<file path="src/sv/uf2bwt_pkg.sv">
// types and constants shared by the uf2 block write tracker
package uf2bwt_pkg;

  typedef struct packed {
    logic        kind;
    logic [31:0] magic_start0;
    logic [31:0] magic_start1;
    logic [31:0] magic_end;
    logic [31:0] flags;
    logic [31:0] img_offset;
    logic [8:0]  payload_size;
    logic [31:0] seq_no;
    logic [31:0] num_blocks;
    logic [31:0] block_family;
  } uf2bwt_in_t;

  typedef struct packed {
    logic [1:0]  result_kind;
    logic [8:0]  sector;
    logic [20:0] flash_offset;
    logic [8:0]  length;
    logic [2:0]  status;
    logic [6:0]  percent;
    logic [21:0] image_size;
    logic        last;
  } uf2bwt_res_t;

  typedef enum logic [1:0] {
    OP_NOT_UF2,
    OP_WRONG_FAM,
    OP_BLOCK,
    OP_COMPLETE
  } uf2bwt_op_e;

  typedef struct packed {
    uf2bwt_op_e  op;
    logic [31:0] target;
    logic [8:0]  len;
    logic [31:0] bno;
    logic [31:0] nblk;
    logic [31:0] fam;
  } uf2bwt_cmd_t;

  typedef enum logic [3:0] {
    BS_IDLE,
    BS_EVAL,
    BS_CLEAR,
    BS_WCHK,
    BS_WRD,
    BS_RANGE,
    BS_SEC,
    BS_SRD,
    BS_WRITE,
    BS_PCT,
    BS_PDIV,
    BS_STATUS
  } uf2bwt_state_e;

  localparam logic [1:0] KIND_ERASE  = 2'd0;
  localparam logic [1:0] KIND_WRITE  = 2'd1;
  localparam logic [1:0] KIND_STATUS = 2'd2;

  localparam logic [2:0] ST_WRITTEN   = 3'd0;
  localparam logic [2:0] ST_DUPLICATE = 3'd1;
  localparam logic [2:0] ST_NOT_UF2   = 3'd2;
  localparam logic [2:0] ST_WRONG_FAM = 3'd3;
  localparam logic [2:0] ST_RANGE_ERR = 3'd4;
  localparam logic [2:0] ST_COMMITTED = 3'd5;
  localparam logic [2:0] ST_REFUSED   = 3'd6;
  localparam logic [2:0] ST_DONE      = 3'd7;

  localparam logic [31:0] MAGIC0       = 32'h0A32_4655;
  localparam logic [31:0] MAGIC1       = 32'h9E5D_5157;
  localparam logic [31:0] MAGICE       = 32'h0AB1_6F30;
  localparam logic [31:0] FLAG_FAMILY  = 32'h0000_2000;
  localparam logic [31:0] FLAG_NOFLASH = 32'h0000_0001;

  localparam logic        CFG_FAMILY    = 1'b0;
  localparam logic        CFG_MAX_BYTES = 1'b1;
  localparam logic [21:0] MAX_BYTES_RST = 22'h20_0000;
  localparam logic [6:0]  PCT_FULL      = 7'd100;

endpackage

</file>
<file path="src/sv/uf2bwt_fifo.sv">
// two entry command queue between front and back
module uf2bwt_fifo (
  input  logic                    clk_i,
  input  logic                    rst_ni,
  input  logic                    push_i,
  input  uf2bwt_pkg::uf2bwt_cmd_t wdata_i,
  input  logic                    pop_i,
  output logic                    full_o,
  output logic                    valid_o,
  output uf2bwt_pkg::uf2bwt_cmd_t rdata_o
);
  import uf2bwt_pkg::*;

  uf2bwt_cmd_t mem_q [2];
  logic        wr_q, rd_q;
  logic [1:0]  cnt_q;
  logic        do_pop;

  assign do_pop  = pop_i && (cnt_q != 2'd0);
  assign full_o  = (cnt_q == 2'd2);
  assign valid_o = (cnt_q != 2'd0);
  assign rdata_o = mem_q[rd_q];

  always_ff @(posedge clk_i or negedge rst_ni) begin
    if (!rst_ni) begin
      wr_q  <= 1'b0;
      rd_q  <= 1'b0;
      cnt_q <= 2'd0;
    end else begin
      if (push_i) begin
        wr_q <= ~wr_q;
      end
      if (do_pop) begin
        rd_q <= ~rd_q;
      end
      cnt_q <= cnt_q + {1'b0, push_i} - {1'b0, do_pop};
    end
  end

  always_ff @(posedge clk_i) begin
    if (push_i) begin
      mem_q[wr_q] <= wdata_i;
    end
  end

endmodule

</file>
<file path="config.mk">
export PLATFORM = sky130hd
export DESIGN_NAME = uf2bwt_fifo
export DESIGN_NICKNAME = d
export VERILOG_FILES = /design/src/sv/uf2bwt_pkg.sv /design/src/sv/uf2bwt_fifo.sv
export SDC_FILE = /design/constraint.sdc
export NUM_CORES = 1
export LEC_CHECK = 0
export ABC_CLOCK_PERIOD_IN_PS = 9300
export BUFFER_PORTS_ARGS = -buffer_cell sky130_fd_sc_hd__buf_2
export CAP_MARGIN = 20
export CORE_ASPECT_RATIO = 0.8
export CORE_MARGIN = 2
export CORE_UTILIZATION = 40
export DETAILED_ROUTE_END_ITERATION = 12
export SYNTH_ARGS = -nofsm -noshare
export SYNTH_HDL_FRONTEND = slang
export SYNTH_SLANG_ARGS = --single-unit
</file>
<file path="constraint.sdc">
create_clock -name clk_i -period 9.3 [get_ports clk_i]
set_clock_uncertainty 0.15 [all_clocks]
set_input_delay 0.93 -clock clk_i [delete_from_list [all_inputs] [get_ports clk_i]]
set_output_delay 0.93 -clock clk_i [all_outputs]
set_load 0.01 [all_outputs]
</file>
---- Yosys cells after proc, flatten, opt, wreduce, memory -nomap -nowiden ----
Memories as Yosys holds them, arrays and structs flattened.
Index checks and enable logic that the tools add are counted.
storage, ports and cells
  bits in registers ....................... 4
  memory bits (writable) .................. 278
  output and inout port bits .............. 141
  logic and storage cells ................. 13
  input port bits ......................... 143
  memories kept ........................... 1
operators by class
  $add $sub $neg .......................... 2
  reduce and logical (&&, ||, !) cells .... 2
  equal/unequal tests ..................... 1
  mux-type cells .......................... 2
  bitwise operators ....................... 2
memory list
  name   words  width  read ports  clocked after memory_dff  write ports  RTL line           text
  mem_q  2      139    1           0                         1            uf2bwt_fifo.sv:14  uf2bwt_cmd_t mem_q [2];
operators with widths
  kind                  number
  $add A2 B1 Y2         1
  $eq A2 B2 Y1 const B  1
  $mux W1               2
  $not A1 Y1            2
  $reduce_bool A2 Y1    1
  $sub A2 B1 Y2         1
  $logic_and A1 B1 Y1   1

---- Depth between registers and ports, before layout ----
Gate-level depths: netlist (run 1).
  depth in word-level cells ............... 3
  mapped depth ............................ 6

---- Worst setup path after synthesis (run 1) ----
OpenSTA, ideal clock, no wires.
  path kind ............................... in2reg
  start point ............................. input port push_i
  end point ............................... memory mem_q[0][0] in the netlist's numbering (enable)
  setup slack ............................. 1,546 ps
  data arrival time ....................... 6,948 ps
  required time ........................... 8,494 ps
  cell stages on the path ................. 1
  library setup time ...................... 656 ps
  path through ............................ nor2b_1
on the way
  word-level cells in the longest chain between the ends .. 2
RTL lines
  element                        RTL line           text
  start: declaration             uf2bwt_fifo.sv:5   input logic push_i,
  $mux W1                        uf2bwt_fifo.sv:41  if (push_i) begin
  $mux W1 (implied by the code)  uf2bwt_fifo.sv:42  mem_q[wr_q] <= wdata_i;
  end: declaration               uf2bwt_fifo.sv:14
No other way between the ends.

==> flow_summary.toml, run 1 <==
[timing]
tns_ps = 0
slew-limit-headroom_pct = 28.8
setup_viol = 0
finalWorstSetupSlack_ps = 5630
final.min_clock_period_ps = 3670
slew_viol_final = 0
hold_viol_final = 0
worst_slew_pin_slew_ps = 1070
hold_ws_ps = 50.2
rsz0062_at_grt = "no"
post-route-period-util_pct = 39.4
max_clock_freq_mhz = 273

[drt]
vias_per_cell = 4.63
drc_errors = 0
num_vias = 5243
drt_iter0_markers = 249
ant_nets = 0
wl_per_cell_um = 17.7
firstDrtPassIters = 4
wirelength_um = 20000

[yosys]
synth_seq_cells = 282
syn_area_per_cell_um2 = 23.7
synthTopCellsByArea = "edfxtp_1 (78%), mux2_4 (14%), mux2_2 (4.1%)"
synth_top_area_share_pct = 78.4
ys_seq_area_share_pct = 79.3
syn_inst = 450
synth_edf_count = 278
synth_area_um2 = 10600
yosysWarnings = 0
synth_async_sr_flop_share_pct = 1.42
yosysTopAreaCell = "edfxtp_1"
synth_common_cells = "edfxtp_1 (278), mux2_4 (100), mux2_2 (39), buf_6 (11)"
yosysMostFrequentCell = "edfxtp_1"
synthFlopType = "edfxtp_1"
synth_nets = 595
yosysUniqueCellTypes = 15

[die]
die_w_um = 186
rows = 53
start_util_pct = 40.6
ioPinCount = 284
die_h_um = 150
die_area_um2 = 27900
core_area_um2 = 26200

[placed_design]
gp_congestion = 0.719
hpwl_um = 13400
post-place-ws_ps = 5880
io_buffers = 283

[power]
powerDensity_nw_per_um2 = 304
total_power_mw = 4.04
ir_drop_uv = 220
p_leak_nw = 5.26

[global_routing]
grt_max_degree = 81
grt_first_pass_wirelength_um = 29800
overflow = 0
grt_util_all_layers_pct = 13.7
grt_pass1_vias = 5413
antenna_found_initial = 0

[setup_path]
crit_type = "reg2out"
reg2reg_to = "mem_q[1][85]"
worstRegToRegCells = 3
worst_setup_path_end_kind = "primary output"
start_kind = "flip-flop"
worstPathMaxFanout = 64
required_ps = 8220
r2r_slack_ps = 6750
r2r-start = "wr_q"
worst_ep_arrival_time_ps = 2590

[cts]
cts_tree = "done"
cts_hold_buf = 0
cts_root_buf = "clkbuf_16"
cts_buffers = 28
clk_pin_slew_ps = 60
htree_num_levels = 1
post_cts_buffers = 0
cts_sinks = 282
clockBufferDepth = 3
cts_resized = 0
clock_latency_ps = 530

[outcome]
status = "finished, final reports clean"

[min_path]
hold_path.class = "in2async"

[layout]
finalNetCount = 899
final_util_pct = 50.8
area_growth_pct = 24.9
layout-drive-gt1-share_pct = 60.3
num_antenna_cells = 0

[flow_run]
maxCapViolations = 0
[report_power, final]
group / internal (mW) / total [mW] / leakage, nW / switching (mW)
logic: 0.625 / 1.25 / 2.19 / 0.627
registers: 1.69 / 1.76 / 2.65 / 0.0721
clock network: 0.592 / 1.03 / 0.411 / 0.435
[how the worst max path moves through the flow]
stage          cells past startpoint  startpoint             to
6_report                           3        rd_q     rdata_o[2]
5_1_grt                            3        rd_q     rdata_o[2]
4_1_cts                            3        rd_q    rdata_o[16]
3_5_place_dp                       3      push_i  mem_q[1][110]
3_3_place_gp                       3      push_i  mem_q[1][109]
2_1_floorplan                      1      push_i    mem_q[0][0]
[layout by cell type (no fill, tap or decap)]
cell,instances
ha_1,2
mux2_2,39
buf_4,5
mux2_4,100
xnor2_1,2
nor2b_4,1
or2_2,1
bufinv_16,1
dfrtp_4,1
clkbuf_1,7
xor2_1,2
buf_16,2
o21a_1,1
inv_1,2
edfxtp_1,278
and2_4,1
clkinv_1,10
dfrtp_1,3
buf_2,283
clkbuf_16,29
nor2b_1,1
clkinv_2,4
[cell families after synthesis]
kind of cell | after synthesis | share of synthesized area, %
muxes | 139 | 18.2
AOI/OAI and AO/OA | 1 | 0.0705
and+or+nand+nor | 4 | 0.235
DFF | 282 | 79.3
adders and majority gates | 2 | 0.235
buffers and inverters | 18 | 1.56
xor gates and xnor gates | 4 | 0.329
[critical path, cell delays in order, from the launching register on]
cell and delay, ps:
dfrtp_4 570, buf_4 830, mux2_2 440, buf_2 140
[stage by stage]
stage / std cells / area, um^2
2_1_floorplan: 450 / 10600
3_3_place_gp: 1079 / 12400
3_5_place_dp: 1079 / 12400
4_1_cts: 1130 / 13200
5_1_grt: 1132 / 13300
6_report: 1132 / 13300
[layout make-up]
class	count	area, um^2
Fill cell	2162	12900
Sequential cell	282	8450
Multi-Input combinational cell	150	2040
Timing Repair Buffer	290	1510
Clock buffer	36	752
Tap cell	357	447
Clock inverter	15	87.6
Inverter	2	7.51
[flip-flops by register name, indices dropped and copies added (netlist names)]
register  count
mem_q       278
cnt_q         2
rd_q          1
wr_q          1
[per-layer routing]
metal	GRT usage [%]	share of wire [%]	up-vias
met1	17.6	42	2598
met4	3.80	2.4	0
met5	0	0	-
li1	-	-	2409
met2	22.8	47	205
met3	4.13	7.9	31
Power figures use the tool's default switching activity.
==> run 2, diff against run 1 <==
ABC_CLOCK_PERIOD_IN_PS = 3800   (was 9300)
clock period = 3.8 ns   (was 9.3 ns; I/O delays follow)
==> run 2 against run 1 <==
Effect of this change:
- combinational power grew to 2.5 times the previous value
- cell count is 12% higher
- via count is 9.7% higher
- utilization is 5.6 points higher
- first-iteration DRC count is 21% higher
- total power grew to 2.5 times the previous value
- critical path depth stayed put
- non-clock buffer count is 140 higher
- worst setup slack worse by 4600 ps
- cell area is 11% higher
- flip-flop and latch count stayed put
- die area stayed put
- critical path type unchanged
- critical endpoint is now rdata_o[76]
- largest cell class unchanged
==> flow_summary.toml, run 2 (same netlist as run 1, synthesis figures left out) <==
[power]
powerDensity_nw_per_um2 = 686
p_leak_nw = 5.86
pwr-share-comb_pct = 31.2
p_seq_share_pct = 42.8
p_int_mw = 7.28
pwr-share-clk_pct = 26.0
ir_drop_uv = 451
switchingPower_mw = 2.85
p_sw_share_pct = 28.1

[layout]
final_cell_mix = "buf_2 (283), edfxtp_1 (278), dlygate4sd3_1 (141)"
layout_commonest_cell = "buf_2"
final-seq-area_um2 = 8450
final_cell_area_um2 = 14800
top_register = "mem_q"
stdcell_count = 1273
largest_reg_flops = 278
reg.largest.list = "mem_q x278, cnt_q x2"
finalNetCount = 1040
nFillCells = 2009
layout-drive-gt1-share_pct = 51.5
multi_input_area_um2 = 2040
area_growth_pct = 38.5

[global_routing]
antenna_found_initial = 1
grt_util_all_layers_pct = 15.0
overflow = 0
grt_pass1_vias = 6240
grt_max_degree = 79
grt_first_pass_wirelength_um = 33200

[die]
die_h_um = 150
start_util_pct = 40.6
die_area_um2 = 27900
rows = 53
die_w_um = 186
core_area_um2 = 26200
ioPinCount = 284

[setup_path]
required_ps = 3270
crit_type = "reg2out"
worst_setup_path_end_kind = "primary output"
start_kind = "flip-flop"
worstPathMaxFanout = 63
worst_ep_arrival_time_ps = 2210

[timing]
max_clock_freq_mhz = 366
hold_ws_ps = 46.9
slew-limit-headroom_pct = 44.0
rsz0062_at_grt = "no"
setup_viol = 0
slew_viol_final = 0
post-route-period-util_pct = 72.0
worst_slew_pin_slew_ps = 840
tns_ps = 0
hold_viol_final = 0
final.min_clock_period_ps = 2740

[drt]
firstDrtPassIters = 4
num_vias = 5754
drt_iter0_markers = 302
drc_errors = 0
wirelength_um = 21400
wl_per_cell_um = 16.8
vias_per_cell = 4.52
ant_nets = 0

[placed_design]
gp_congestion = 0.760
hpwl_um = 13600
io_buffers = 283
postPlaceCellArea_um2 = 12500
placed_cells = 1080

[cts]
cts_tree = "done"
post_cts_buffers = 0
clk_pin_slew_ps = 50
cts_root_buf = "clkbuf_16"
clock_latency_ps = 530
htree_num_levels = 1
clockBufferDepth = 3
cts_buffers = 29
cts_sinks = 282

[outcome]
status = "finished, final reports clean"

[min_path]
hold_path.class = "in2reg"

[flow_run]
maxCapViolations = 0
## run 2: cell types whose count changed in the layout (fill, tap and decap cells not counted), moves of 2 or more
cell | before | now
clkinv_2 | 4 | 6
clkinv_1 | 10 | 5
dlygate4sd3_1 | 0 | 141
buf_12 | 0 | 4
buf_16 | 2 | 0
buf_4 | 5 | 2
## run 2: power by group through the flow
stage | Clock (mW) | Sequential [mW] | Combinational [mW]
6_report | 2.63 | 4.33 | 3.16
5_1_grt | 2.83 | 4.39 | 3.39
4_1_cts | 2.72 | 4.34 | 3.22
3_5_place_dp | 0 | 4.40 | 3.10
3_3_place_gp | 0 | 4.37 | 3.05
2_1_floorplan | 0 | 4.33 | 2.18
## run 2: final timing paths
kind | start | end | slack, ps | depth (start not counted)
worst min register to register | wr_q | wr_q | 400 | 1
worst min-delay path | pop_i | rd_q | 50 | 3
worst max register to register | wr_q | mem_q[1][104] | 1800 | 2
min in group asynchronous | rst_ni | wr_q | 90 | 2
max in group asynchronous | rst_ni | rd_q | 3260 | 2
worst max-delay path | rd_q | rdata_o[76] | 1060 | 3
## run 2: cell type report
class                      instances  share of cell area [%]
timing repair buffer             430                    19.8
sequential                       282                    57.3
antenna                            1                  0.0170
clock buffer                      36                    5.10
multi-input combinational        150                    13.9
inverter                           2                  0.0509
clock inverter                    15                   0.848
tap                              357                    3.03
## run 2: routing by layer
layer | part of all wire [%] | GRT usage [%] | vias to the layer above
li1 | - | - | 2692
met1 | 42 | 18.6 | 2800
met2 | 47 | 25.1 | 230
met3 | 8.7 | 5.07 | 32
met4 | 2.5 | 4.28 | 0
met5 | 0 | 0 | -
## run 2: worst max-delay path, stage by stage (launching register included)
cell	delay, ps
dfrtp_4	670
buf_12	410
mux2_4	350
buf_2	140
## run 2: what timing repair did
item / 4_1_cts / 5_1_grt
gates resized for setup: 0 / 0
endpoints found under the hold margin: 284 / 0
hold buffers: 141 / 0
## run 2: metrics by stage
stage | power, mW | setup WS (ps) | util, %
global placement | 7.43 | 1620 | 47.6
CTS | 10.3 | 1020 | 56.3
global route | 10.6 | 997 | 56.3
finish | 10.1 | 1060 | 56.3
floorplan | 6.50 | 740 | -
detailed placement | 7.50 | 1590 | 47.6
==> run 3, diff against run 2 <==
ABC_CLOCK_PERIOD_IN_PS = 2600   (was 3800)
clock period = 2.6 ns   (was 3.8 ns; I/O delays follow)
==> run 3 against run 2 <==
Effect of this change:
- combinational power increased by 52%
- worst setup slack got worse by 900 ps
- register-to-register slack got worse by 900 ps
- non-clock buffer count increased by 7
- cell count increased by 0.63%
- die area unchanged
- wire length increased by 3.2%
- clock-buffer cell count decreased by 3
==> flow_summary.toml, run 3 (same netlist as run 1, synthesis figures left out) <==
[drt]
drt_iter0_markers = 284
firstDrtPassIters = 6
vias_per_cell = 4.51
drc_errors = 0
wirelength_um = 22100
wl_per_cell_um = 17.2
num_vias = 5771
ant_nets = 0

[timing]
post-route-period-util_pct = 93.7
final.min_clock_period_ps = 2440
worst_slew_pin_slew_ps = 510
hold_ws_ps = 293
tns_ps = 0
slew_viol_final = 0
hold_viol_final = 0
rsz0062_at_grt = "no"
slew-limit-headroom_pct = 66.0
max_clock_freq_mhz = 410
setup_viol = 0

[cts]
clk_pin_slew_ps = 60
clock_latency_ps = 530
clockBufferDepth = 3
cts_root_buf = "clkbuf_16"
cts_sinks = 282
cts_tree = "done"
cts_resized = 0
htree_num_levels = 1
cts_buffers = 29

[setup_path]
required_ps = 2190
worstRegToRegCells = 6
crit_path_cell_trace = "buf_4 > mux2_2 > buf_2"
r2r-start = "cnt_q[0]"
reg2reg_to = "cnt_q[1]"
crit_end = "rdata_o[137]"
crit_type = "reg2out"
r2r_slack_ps = 900
startpoint = "rd_q"
cpPeakStageDelay_ps = 640
worstPathMaxFanout = 17
worst_setup_path_end_kind = "primary output"
worst_ep_arrival_time_ps = 2030
start_kind = "flip-flop"
worst_path_max_delay_cell = "dfrtp_4"

[layout]
largest_reg_flops = 278
finalNetCount = 1047
nFillCells = 2007
area_growth_pct = 40.1
final_cell_mix = "buf_2 (283), edfxtp_1 (278), dlygate4sd3_1 (143)"
layout_commonest_cell = "buf_2"
final_cell_area_um2 = 14900
final-seq-area_um2 = 8450
reg.largest.list = "mem_q x278, cnt_q x2"
layout-drive-gt1-share_pct = 51.4
top_register = "mem_q"
num_antenna_cells = 0
multi_input_area_um2 = 2040

[die]
die_w_um = 186
die_h_um = 150
ioPinCount = 284
core_area_um2 = 26200
start_util_pct = 40.6
die_area_um2 = 27900
rows = 53

[power]
powerDensity_nw_per_um2 = 1020
total_power_mw = 15.2
p_leak_nw = 5.94
ir_drop_uv = 715

[placed_design]
postPlaceCellArea_um2 = 12500
gp_congestion = 0.753
io_buffers = 283
hpwl_um = 13600

[outcome]
status = "finished, final reports clean"

[global_routing]
grt_first_pass_wirelength_um = 34000
overflow = 0
antenna_found_initial = 0
grt_util_all_layers_pct = 15.5
grt_pass1_vias = 6278
grt_max_degree = 83

[flow_run]
maxCapViolations = 0

[min_path]
hold_path.class = "in2reg"
## run 3: cell count changes in the layout (fill, tap and decap cells not counted)
cell / previous run / this run
buf_4: 2 / 3
dlygate4sd3_1: 141 / 143
clkinv_2: 6 / 3
clkbuf_1: 7 / 4
bufinv_16: 2 / 4
clkinv_1: 5 / 11
diode_2: 1 / 0
buf_12: 4 / 8
## run 3: worst min path at each step
stage / cells after the start / to / slack [ps] / start
global route: 2 / mem_q[0][105] / 280 / wdata_i[105]
global placement: 1 / wr_q / -80 / rst_ni
finish: 2 / mem_q[0][105] / 290 / wdata_i[105]
floorplan: 0 / cnt_q[0] / -190 / rst_ni
CTS: 2 / mem_q[1][28] / 260 / wdata_i[28]
detailed placement: 1 / cnt_q[1] / -80 / rst_ni
## run 3: per-layer routing
metal  vias up  GRT usage (%)  wire length, um
met5         -              0                0
met1      2802           19.6             9400
met3        32           4.95             1810
li1       2698              -                -
met4         0           3.84              471
met2       239           26.2            10400
## run 3: area by class of cell
| type | count | share of cell area (%) |
|---|---|---|
| Multi-Input combinational cell | 150 | 13.7 |
| Tap cell | 357 | 3.00 |
| Inverter | 2 | 0.0503 |
| Clock buffer | 33 | 4.97 |
| Sequential cell | 282 | 56.7 |
| Timing Repair Buffer | 437 | 20.3 |
| Clock inverter | 20 | 1.29 |
## run 3: stage by stage
stage          instances  setup WS [ps]  utilization, %
3_3_place_gp        1084            523            47.8
6_report            1281            163            56.9
5_1_grt             1281           76.8            56.9
2_1_floorplan        450           -460               -
3_5_place_dp        1084            484            47.8
4_1_cts             1281           99.4            56.9
## run 3: report_power, final
part           internal (mW)  switching (mW)
Combinational           2.47            2.35
Sequential              6.04           0.281
Clock                   2.42            1.62
Total                   10.9            4.24
## run 3: worst max-delay path, delay by kind of cell (launching register included)
family | cells | cell delay [ps]
flip-flops | 1 | 640
multiplexers | 1 | 380
buffers and inverters | 2 | 470
## run 3: what timing repair did
item	4_1_cts	5_1_grt
endpoints found under the hold margin	285	0
hold buffers	143	0
setup endpoints to repair	85	0
setup buffers	1	0
