--- config.mk ---
export PLATFORM = sky130hd
export DESIGN_NAME = uf2bwt_front
export DESIGN_NICKNAME = d
export VERILOG_FILES = /design/src/sv/uf2bwt_pkg.sv /design/src/sv/uf2bwt_front.sv
export SDC_FILE = /design/constraint.sdc
export NUM_CORES = 1
export LEC_CHECK = 0
export ABC_CLOCK_PERIOD_IN_PS = 2300
export BUFFER_PORTS_ARGS = -buffer_cell sky130_fd_sc_hd__buf_4
export CELL_PAD_IN_SITES_DETAIL_PLACEMENT = 1
export CELL_PAD_IN_SITES_GLOBAL_PLACEMENT = 2
export CORE_AREA = 2 2 180 182
export CTS_BUF_LIST = sky130_fd_sc_hd__clkbuf_8
export DETAILED_ROUTE_END_ITERATION = 10
export DIE_AREA = 0 0 182 184
export PLACE_DENSITY = 0.74
export SLEW_MARGIN = 20
export SYNTH_ARGS = -nofsm -noshare
export SYNTH_HDL_FRONTEND = slang
export SYNTH_SLANG_ARGS = --single-unit
--- constraint.sdc ---
create_clock -name clk_i -period 2.3 [get_ports clk_i]
set_input_delay 0.46 -clock clk_i [delete_from_list [all_inputs] [get_ports clk_i]]
set_output_delay 0.46 -clock clk_i [all_outputs]
set_load 0.005 [all_outputs]
--- src/sv/uf2bwt_pkg.sv ---
// types and constants shared by the uf2 block write tracker
package uf2bwt_pkg;

  typedef struct packed {
    logic        kind;
    logic [31:0] magic_start0;
    logic [31:0] magic_start1;
    logic [31:0] magic_end;
    logic [31:0] flags;
    logic [31:0] img_offset;
    logic [8:0]  payload_size;
    logic [31:0] seq_no;
    logic [31:0] num_blocks;
    logic [31:0] block_family;
  } uf2bwt_in_t;

  typedef struct packed {
    logic [1:0]  result_kind;
    logic [8:0]  sector;
    logic [20:0] flash_offset;
    logic [8:0]  length;
    logic [2:0]  status;
    logic [6:0]  percent;
    logic [21:0] image_size;
    logic        last;
  } uf2bwt_res_t;

  typedef enum logic [1:0] {
    OP_NOT_UF2,
    OP_WRONG_FAM,
    OP_BLOCK,
    OP_COMPLETE
  } uf2bwt_op_e;

  typedef struct packed {
    uf2bwt_op_e  op;
    logic [31:0] target;
    logic [8:0]  len;
    logic [31:0] bno;
    logic [31:0] nblk;
    logic [31:0] fam;
  } uf2bwt_cmd_t;

  typedef enum logic [3:0] {
    BS_IDLE,
    BS_EVAL,
    BS_CLEAR,
    BS_WCHK,
    BS_WRD,
    BS_RANGE,
    BS_SEC,
    BS_SRD,
    BS_WRITE,
    BS_PCT,
    BS_PDIV,
    BS_STATUS
  } uf2bwt_state_e;

  localparam logic [1:0] KIND_ERASE  = 2'd0;
  localparam logic [1:0] KIND_WRITE  = 2'd1;
  localparam logic [1:0] KIND_STATUS = 2'd2;

  localparam logic [2:0] ST_WRITTEN   = 3'd0;
  localparam logic [2:0] ST_DUPLICATE = 3'd1;
  localparam logic [2:0] ST_NOT_UF2   = 3'd2;
  localparam logic [2:0] ST_WRONG_FAM = 3'd3;
  localparam logic [2:0] ST_RANGE_ERR = 3'd4;
  localparam logic [2:0] ST_COMMITTED = 3'd5;
  localparam logic [2:0] ST_REFUSED   = 3'd6;
  localparam logic [2:0] ST_DONE      = 3'd7;

  localparam logic [31:0] MAGIC0       = 32'h0A32_4655;
  localparam logic [31:0] MAGIC1       = 32'h9E5D_5157;
  localparam logic [31:0] MAGICE       = 32'h0AB1_6F30;
  localparam logic [31:0] FLAG_FAMILY  = 32'h0000_2000;
  localparam logic [31:0] FLAG_NOFLASH = 32'h0000_0001;

  localparam logic        CFG_FAMILY    = 1'b0;
  localparam logic        CFG_MAX_BYTES = 1'b1;
  localparam logic [21:0] MAX_BYTES_RST = 22'h20_0000;
  localparam logic [6:0]  PCT_FULL      = 7'd100;

endpackage

--- src/sv/uf2bwt_front.sv ---
// front end: configuration registers, header checks and command push
module uf2bwt_front (
  input  logic                    clk_i,
  input  logic                    rst_ni,
  input  logic                    start,
  output logic                    busy,
  input  uf2bwt_pkg::uf2bwt_in_t  item_i,
  input  logic                    cfg_we_i,
  input  logic                    cfg_idx_i,
  input  logic [31:0]             cfg_data_i,
  input  logic                    q_full_i,
  output logic                    q_push_o,
  output uf2bwt_pkg::uf2bwt_cmd_t q_cmd_o,
  output logic [21:0]             max_bytes_o
);
  import uf2bwt_pkg::*;

  logic [31:0] family_q;
  logic [21:0] max_bytes_q;
  logic        magic_ok;

  always_ff @(posedge clk_i or negedge rst_ni) begin
    if (!rst_ni) begin
      family_q    <= '0;
      max_bytes_q <= MAX_BYTES_RST;
    end else if (cfg_we_i) begin
      unique case (cfg_idx_i)
        CFG_FAMILY:    family_q    <= cfg_data_i;
        CFG_MAX_BYTES: max_bytes_q <= cfg_data_i[21:0];
        default:       family_q    <= family_q;
      endcase
    end
  end

  assign magic_ok = (item_i.magic_start0 == MAGIC0) && (item_i.magic_start1 == MAGIC1) &&
                    (item_i.magic_end == MAGICE) && ((item_i.flags & FLAG_FAMILY) != '0) &&
                    ((item_i.flags & FLAG_NOFLASH) == '0);

  always_comb begin
    q_cmd_o.target = item_i.img_offset;
    q_cmd_o.len    = item_i.payload_size;
    q_cmd_o.bno    = item_i.seq_no;
    q_cmd_o.nblk   = item_i.num_blocks;
    q_cmd_o.fam    = item_i.block_family;
    if (item_i.kind) begin
      q_cmd_o.op = OP_COMPLETE;
    end else if (!magic_ok) begin
      q_cmd_o.op = OP_NOT_UF2;
    end else if (item_i.block_family != family_q) begin
      q_cmd_o.op = OP_WRONG_FAM;
    end else begin
      q_cmd_o.op = OP_BLOCK;
    end
  end

  assign busy        = q_full_i;
  assign q_push_o    = start && !q_full_i;
  assign max_bytes_o = max_bytes_q;

endmodule

Word level (Yosys, flattened, before mapping)
Cells that the tools add are included.
{"block": "totals", "reg_bits": 54, "input_bits": 304, "elab_cells": 19}
{"block": "op_classes", "eq_ne": 4, "n_mux": 3, "bitwise_logic": 1, "n_reduce_logical": 9}
{"operator": "32-bit by 28-bit == test with 1-bit output, second input constant", "n": 2}
{"operator": "32-bit == test, second input constant", "n": 1}
{"operator": "32-bit zero test", "n": 1}
{"operator": "32-bit inequality test", "n": 1}
{"operator": "2-bit 2-to-1 mux", "n": 3}
{"operator": "1-bit logical AND", "n": 5}
{"operator": "2-bit AND reduction", "n": 2}
{"operator": "1-bit zero test", "n": 1}
{"operator": "1-bit inverter", "n": 1}

Logic depth before layout (Yosys ltp)
Gate-level depths: netlist of run 1.
{"block": "depth", "ltp_word": 7, "depth_mapped": 5}

Worst setup path after synthesis of run 1
OpenSTA, ideal clock, no wires.
{"block": "synth_timing", "kind": "input-to-output", "start": "in item_i[264] in the netlist's numbering", "end": "out q_cmd_o[137] in the netlist's numbering", "arrival_ns": 1.377, "required_ns": 1.840, "slack_ns": 0.463, "stages": 5, "path_cell_list": "nor4b_2 nand4_1 nor4_2 nand3_1 o21bai_1"}
{"item": "from (decl)", "line_no": "uf2bwt_front.sv:7", "text": "input uf2bwt_pkg::uf2bwt_in_t item_i,"}
{"item": "to (decl)", "line_no": "uf2bwt_front.sv:13", "text": "output uf2bwt_pkg::uf2bwt_cmd_t q_cmd_o,"}

==> flow_metrics.tcl, run 1 <==
set metrics [dict create \
    status "finished, violations left" \
    violations "setup timing" \
    synth_seq_area_share_pct 36.3 \
    ys_top_cells_by_area "dfrtp_1 (36%), buf_4 (28%), mux2_2 (16%)" \
    cp.required_ps 1840 \
    final.min_clock_period_ps 2580 \
    die_area_um2 33500 \
    p_leak_nw 2.32 \
    grt_pass1_vias 2960 \
    grt_usage_pct 8.54 \
    place_hpwl_um 13700 \
    startpoint_type "input port" \
    ant_nets 0 \
    drv_slew 0 \
    die_w_um 182 \
    max_stage_delay_ps 310 \
    holdBufCountCts 0 \
    crit_top_cell "buf_4" \
    fp-row-count 65 \
    cts_made_buffers 5 \
    fin_util_pct 16.4 \
    crit_chain "buf_4 > nor4bb_4 > buf_4 > nand4_1 > nor4_2 > buf_4 > nand3_1 > o21bai_1 > buf_4" \
    synth-main-ff-cell "dfrtp_1" \
    initial_core_util_pct 11.9 \
    hold_violations 0 \
    syn-instance-count 334 \
    synthArstFlopShare_pct 100 \
    final.setup.worst_slack_ps -283 \
    die_y_um 184 \
    synth_warnings 0 \
    fin_setup_tns_ps -517 \
    drive_above_1_share_pct 71.7 \
    yosysUniqueCellTypes 25 \
    syn_area_um2 3730 \
    peakVddDrop_uv 269 \
    firstDrtPassIters 3 \
    reg2regPathDepth 2 \
    fmax_mhz 387 \
    cts_root_buffer "clkbuf_8" \
    cts_sinks 54 \
    crit_fanout 2 \
    yosys.area.top_type "dfrtp_1" \
    ff2ff_setup_slack_ps 1430 \
    fin_nets 745 \
    drc 0 \
    max_cap_viol_count 0 \
    htree_num_levels 2 \
    synthTopCellsByCount "buf_4 (138), dfrtp_1 (53), mux2_2 (52)" \
    finalSetupViolations 2 \
    clk_pin_slew_ps 110 \
    drt-total-wl_um 15600 \
    powerDensity_nw_per_um2 488 \
    worstSetupEndpointType "output port" \
    worstReg2RegEnd "family_q[13]" \
    worstSetupPathType "in2out" \
    vias_per_cell 3.33 \
    arrival_ps 2120 \
    grt_first_pass_wirelength_um 20300 \
    antenna_found_initial 1 \
    via_count 2811 \
    drt_iter0_drc 33 \
    synth-edff-count 0 \
    slew_headroom_pct 51.0 \
    pre_cts_slack_ps -467 \
    core_area_um2 31400 \
    insertion_delay_ps 320 \
    hold_class "in2async" \
    overflow 0 \
    syn_area_per_cell_um2 11.2 \
    routedWlPerCell_um 18.5 \
    yosysMostFrequentCell "buf_4" \
    synth_top_area_share_pct 35.6 \
    clock_path_buffers 2 \
    r2r-start "family_q[13]" \
    startpoint "item_i[231]" \
    ioPinCount 467 \
    place.gp.congestion 0.678 \
    cp_slowest_cell "nor4bb_4" \
    cts_tree "yes" \
    period_share_pct 112 \
    finalClockSkew_ps 0 \
    rsz0062_at_grt "yes" \
    worst_pin_slew_ps 734 \
    portBuffers 226 \
    area_growth_pct 37.9 \
    grt_start_max_net_pins 55 \
    ys_ff_latch 54 \
    syn-num-nets 638 \
]
## how the worst max path moves through the flow
stage / depth (start not counted) / slack, ps / endpoint
CTS: 9 / -360 / q_cmd_o[137]
global placement: 10 / -490 / q_cmd_o[137]
detailed placement: 10 / -470 / q_cmd_o[137]
finish: 9 / -280 / q_cmd_o[137]
global route: 8 / -420 / q_cmd_o[138]
floorplan: 5 / 460 / q_cmd_o[137]
## cell usage in the layout (no fill, tap or decap), drive strengths merged, types with 4 or more instances in the layout
master  netlist  layout
and4bb        4       4
buf         143     244
clkbuf        1       5
dfrtp        53      53
mux2         54      54
nand4         6       6
nor4         10      10
nor4b         7       7
nor4bb        8       8
xor2         32      32
## layer usage
layer | routed length, um | GRT usage, % | vias up | part of all wire, %
met5 | 0 | 0 | - | 0
met4 | 815 | 4.77 | 0 | 5.2
met3 | 2370 | 5.01 | 24 | 15
met2 | 8110 | 16.1 | 252 | 52
met1 | 4310 | 6.79 | 1309 | 28
li1 | - | - | 1226 | -
## registers in the layout (all words and copies together), names as in the netlist
signal       flops
family_q        32
max_bytes_o     22
## cell families after synthesis
family / after synthesis / share of synthesized area (%)
buf+inv: 144 / 28.6
flops: 54 / 36.3
mux: 54 / 16.3
compound gates: 2 / 0.470
simple gates: 48 / 10.8
xor+xnor: 32 / 7.52
## report_power, final
part	internal, mW	leakage, nW	switching (mW)	total (mW)
sequential	1.09	0.632	0.0873	1.18
combinational	0.493	1.64	0.259	0.751
clock	0.221	0.0448	0.356	0.577
total	1.80	2.32	0.702	2.51
## final cells by class
class,count,area [um^2]
clock inverters,3,25.0
clock buffers,5,68.8
well taps,402,503
fillers,3684,26300
multi-input cells,136,1350
flip-flops and latches,54,1350
repair buffers,244,1840
diodes,1,2.50
## per-stage QoR
step           power (mW)  cell area, um^2  cells  hold slack, ps
2_1_floorplan        1.63             3730    334             164
3_3_place_gp         1.95             5020    836             489
3_5_place_dp         1.97             5020    836             499
4_1_cts              2.59             5130    844             203
5_1_grt              2.68             5140    844             237
6_report             2.51             5140    845             185
## worst max-delay path, delay by kind of cell
family | cells | cell delay, ps
compound gates | 1 | 250
buf+inv | 4 | 610
simple gates | 4 | 800
## repair_timing
item | CTS | global route
endpoints found under the setup margin | 2 | 2
gates resized for setup | 3 | 1
setup buffers | 1 | 0
hold endpoints to repair | 0 | 0
pin swaps | 9 | 6
Power figures use the tool's default switching activity.
==> run 2, diff against run 1 <==
- CELL_PAD_IN_SITES_DETAIL_PLACEMENT: 1 -> 0
- CELL_PAD_IN_SITES_GLOBAL_PLACEMENT: 2 -> 1
- PLACE_DENSITY: 0.74 -> 0.6
==> flow_metrics.tcl, run 2 (synthesis results as in run 1) <==
set metrics [dict create \
    insertion_delay_ps 310 \
    report.power.total_mw 2.62 \
    max_cap_viol_count 0 \
    initial_core_util_pct 11.9 \
    place.gp.congestion 0.744 \
    drc 0 \
    clk_pin_slew_ps 110 \
    place_hpwl_um 14200 \
    top_register "family_q" \
    htree_num_levels 2 \
    grt_usage_pct 9.02 \
    area_growth_pct 40.0 \
    hold_class "in2async" \
    grt_start_max_net_pins 55 \
    hold_violations 0 \
    via_count 2734 \
    drv_slew 0 \
    cp.required_ps 1840 \
    grt_first_pass_wirelength_um 21100 \
    post_cts_buffers 0 \
    whs_ps 194 \
    p_leak_nw 2.33 \
    ff2ff_setup_slack_ps 1500 \
    final.min_clock_period_ps 2420 \
    holdBufCountCts 0 \
    routedWlPerCell_um 19.5 \
    powerDensity_nw_per_um2 502 \
    crit_chain "xor2_2 > nor4_4 > buf_4 > nand4_1 > nor2_2 > a41o_1 > buf_6" \
    grt_pass1_vias 2896 \
    worst_pin_slew_ps 743 \
    crit_family "simple AND/OR/NAND/NOR gates" \
    fin_nets 741 \
    fmax_mhz 413 \
    portBuffers 226 \
    max_stage_delay_ps 420 \
    regArea_um2 1350 \
    largest_register_ffs 32 \
    drive_above_1_share_pct 73.3 \
    finalSetupViolations 2 \
    fp-row-count 65 \
    clock_path_buffers 2 \
    rsz0062_at_grt "yes" \
    n_antenna_cell 0 \
    startpoint_type "flop" \
    cp_slowest_cell "dfrtp_1" \
    crit_fanout 2 \
    die_y_um 184 \
    vias_per_cell 3.25 \
    worstSetupEndpointType "output port" \
    status "finished, violations left" \
    die_w_um 182 \
    cts_sinks 54 \
    most-common-layout-cells "buf_4 (233), dfrtp_1 (53), mux2_2 (52)" \
    reg2regPathDepth 1 \
    period_share_pct 105 \
    ant_nets 0 \
    multiInputGateArea_um2 1420 \
    overflow 0 \
    critPathBufInv 2 \
    firstDrtPassIters 3 \
    peakVddDrop_uv 296 \
    worstReg2RegEnd "family_q[31]" \
    drt_iter0_drc 35 \
    arrival_ps 1960 \
    cts_made_buffers 5 \
    core_area_um2 31400 \
    die_area_um2 33500 \
    cts_root_buffer "clkbuf_8" \
    worstSetupPathType "reg2out" \
    startpoint "family_q[31]" \
    finalClockSkew_ps 0 \
    slew_headroom_pct 50.4 \
    drt-total-wl_um 16400 \
    cts_tree "yes" \
    ioPinCount 467 \
    final_common_cell "buf_4" \
    cp.depth 7 \
    fill_cells 3516 \
    r2r-start "family_q[31]" \
    crit_path_end "q_cmd_o[138]" \
    final.setup.worst_slack_ps -121 \
    violations "setup timing" \
    antenna_found_initial 1 \
]
[run 2: cell types whose count changed in the layout (fill, tap and decap cells not counted), moves of 2 or more]
| cell | before | now |
|---|---|---|
| nor4_4 | 0 | 3 |
| xor2_2 | 0 | 2 |
| xor2_1 | 32 | 30 |
| nor4b_2 | 2 | 5 |
| buf_4 | 243 | 233 |
| nor4b_1 | 5 | 2 |
| buf_6 | 0 | 6 |
| nor4_1 | 6 | 4 |
[run 2: worst min path at each step]
stage,start,slack (ps),to
after global placement,max_bytes_o[18],490,max_bytes_o[18]
after global routing,rst_ni,260,family_q[22]
final,rst_ni,190,family_q[22]
after detailed placement,max_bytes_o[15],500,max_bytes_o[15]
after CTS,rst_ni,210,family_q[19]
after floorplan,rst_ni,160,family_q[0]
[run 2: power by group]
group / internal (mW) / total (mW) / switching (mW)
registers: 1.09 / 1.18 / 0.0893
logic: 0.496 / 0.770 / 0.274
clock network: 0.322 / 0.668 / 0.346
[run 2: cell type report]
cell class | instances | share of cell area, %
flip-flops and latches | 54 | 25.9
multi-input cells | 136 | 27.1
well taps | 402 | 9.64
clock buffers | 5 | 1.32
repair buffers | 240 | 35.2
clock inverters | 3 | 0.791
[run 2: through the flow]
step	worst slack (ps)	setup TNS, ps	cells	util (%)	cell area (um^2)
floorplan	463	0	334	-	3730
global placement	-274	-500	832	15.9	4990
detailed placement	-279	-505	832	15.9	4990
CTS	-251	-435	840	16.4	5140
global route	-289	-529	840	16.6	5220
finish	-121	-236	840	16.6	5220
[run 2: per-layer routing]
| layer | up-vias | track usage [%] | wire length, um |
|---|---|---|---|
| li1 | 1217 | - | - |
| met4 | 2 | 1.65 | 112 |
| met3 | 8 | 5.45 | 2550 |
| met1 | 1248 | 7.63 | 4760 |
| met5 | - | 0 | 13 |
| met2 | 259 | 17.9 | 8920 |
[run 2: timing repair]
item                       CTS  global route
setup endpoints to repair    2             2
resized for setup            7            14
pin swaps                   10            19
==> run 3, diff against run 2 <==
- CELL_PAD_IN_SITES_DETAIL_PLACEMENT: 0 -> unset
- CELL_PAD_IN_SITES_GLOBAL_PLACEMENT: 1 -> unset
- CORE_AREA: 2 2 180 182 -> 2 2 182 184
- DIE_AREA: 0 0 182 184 -> 0 0 184 186
- PLACE_DENSITY: 0.6 -> 0.46
- TNS_END_PERCENT: unset -> 1
==> flow_metrics.tcl, run 3 (synthesis results as in run 1) <==
set metrics [dict create \
    hold_class "in2async" \
    pre_cts_slack_ps -373 \
    die_y_um 186 \
    cts_made_buffers 5 \
    period_share_pct 110 \
    p_leak_nw 2.29 \
    fmax_mhz 396 \
    drt-total-wl_um 16500 \
    crit_fanout 2 \
    cts_root_buffer "clkbuf_8" \
    area_growth_pct 37.6 \
    drt_iter0_drc 49 \
    hold_violations 0 \
    rsz0062_at_grt "yes" \
    arrival_ps 2070 \
    firstDrtPassIters 4 \
    final_common_cell "buf_4" \
    via_count 2745 \
    place.gp.congestion 0.679 \
    worstSetupPathType "reg2out" \
    vias_per_cell 3.24 \
    peakVddDrop_uv 212 \
    grt_usage_pct 8.83 \
    overflow 0 \
    die_w_um 184 \
    final.min_clock_period_ps 2530 \
    grt_first_pass_wirelength_um 20600 \
    cp_slowest_cell "dfrtp_1" \
    insertion_delay_ps 310 \
    worstSetupEndpointType "output port" \
    fp-row-count 66 \
    fin_nets 739 \
    largest_register_ffs 32 \
    core_area_um2 32200 \
    clk_pin_slew_ps 100 \
    clock_path_buffers 2 \
    portBuffers 226 \
    finalSetupViolations 2 \
    grt_pass1_vias 2856 \
    crit_top_cell "buf_4" \
    routedWlPerCell_um 19.5 \
    ff2ff_setup_slack_ps 1490 \
    cts_sinks 54 \
    drc 0 \
    cp.required_ps 1840 \
    place_hpwl_um 14400 \
    fin_setup_tns_ps -382 \
    cts_tree "yes" \
    antenna_found_initial 2 \
    crit_chain "xor2_1 > nor4_2 > buf_4 > nand4_1 > nor2_1 > buf_4 > a41o_1 > buf_6" \
    htree_num_levels 2 \
    max_stage_delay_ps 400 \
    violations "setup timing" \
    top_register "family_q" \
    powerDensity_nw_per_um2 504 \
    ioPinCount 467 \
    max_cap_viol_count 0 \
    startpoint_type "flop" \
    drv_slew 0 \
    slew_headroom_pct 50.0 \
    most-common-layout-cells "buf_4 (236), dfrtp_1 (53), mux2_2 (52)" \
    finalClockSkew_ps 0 \
    drive_above_1_share_pct 71.8 \
    status "finished, violations left" \
    die_area_um2 34200 \
    worst_pin_slew_ps 750 \
    ant_nets 0 \
    grt_start_max_net_pins 55 \
    fill_cells 3644 \
    final.setup.worst_slack_ps -227 \
    initial_core_util_pct 11.6 \
]
==> run 3: layout make-up <==
class	count	area [um^2]	share of cell area, %
Multi-Input combinational cell	136	1350	26.3
Sequential cell	54	1350	26.4
Tap cell	408	510	9.95
Timing Repair Buffer	238	1800	35.2
Clock buffer	5	68.8	1.34
Clock inverter	3	40.0	0.781
Antenna cell	2	5.00	0.0976
==> run 3: path summary, 6_finish.rpt <==
check	from	depth (start not counted)	end
min in group clk_i	cfg_data_i[31]	2	family_q[31]
worst max register to register	family_q[1]	1	family_q[1]
max in group asynchronous	rst_ni	1	max_bytes_o[8]
worst min-delay path	rst_ni	1	max_bytes_o[11]
worst max-delay path	family_q[24]	8	q_cmd_o[138]
worst min register to register	family_q[31]	1	family_q[31]
==> run 3: repair_timing <==
action | in CTS | in global routing
setup endpoints to repair | 2 | 2
resized for setup | 4 | 2
hold buffers | 0 | 0
hold endpoints to repair | 0 | 0
cloned | 0 | 0
buffers inserted | 0 | 0
pin swaps | 6 | 7
==> run 3: through the flow <==
stage | instances | hold WS, ps | util (%) | power [mW] | area [um^2]
after floorplan | 334 | 164 | - | 1.63 | 3730
after global placement | 836 | 490 | 15.5 | 1.95 | 4980
after detailed placement | 836 | 496 | 15.5 | 1.96 | 4980
after CTS | 844 | 222 | 15.9 | 2.67 | 5110
after global routing | 845 | 249 | 15.9 | 2.77 | 5130
final | 846 | 204 | 15.9 | 2.59 | 5130
==> run 3: where the power goes <==
part | leakage [nW] | switching (mW) | total [mW] | internal (mW)
Clock | 0.0579 | 0.339 | 0.660 | 0.322
Sequential | 0.632 | 0.0874 | 1.18 | 1.09
Combinational | 1.60 | 0.265 | 0.749 | 0.484
==> run 3: per-layer routing <==
layer | track usage [%] | share of wire, %
met1 | 6.63 | 27
met2 | 15.5 | 48
met3 | 7.81 | 21
met4 | 4.13 | 3.9
met5 | 0 | 0
==> run 3: critical path: cells and delay by family, from the launching register on <==
family	cells	cell delay, ps
flops	1	400
simple gates	3	600
buf+inv	3	410
xor+xnor	1	170
compound gates	1	180
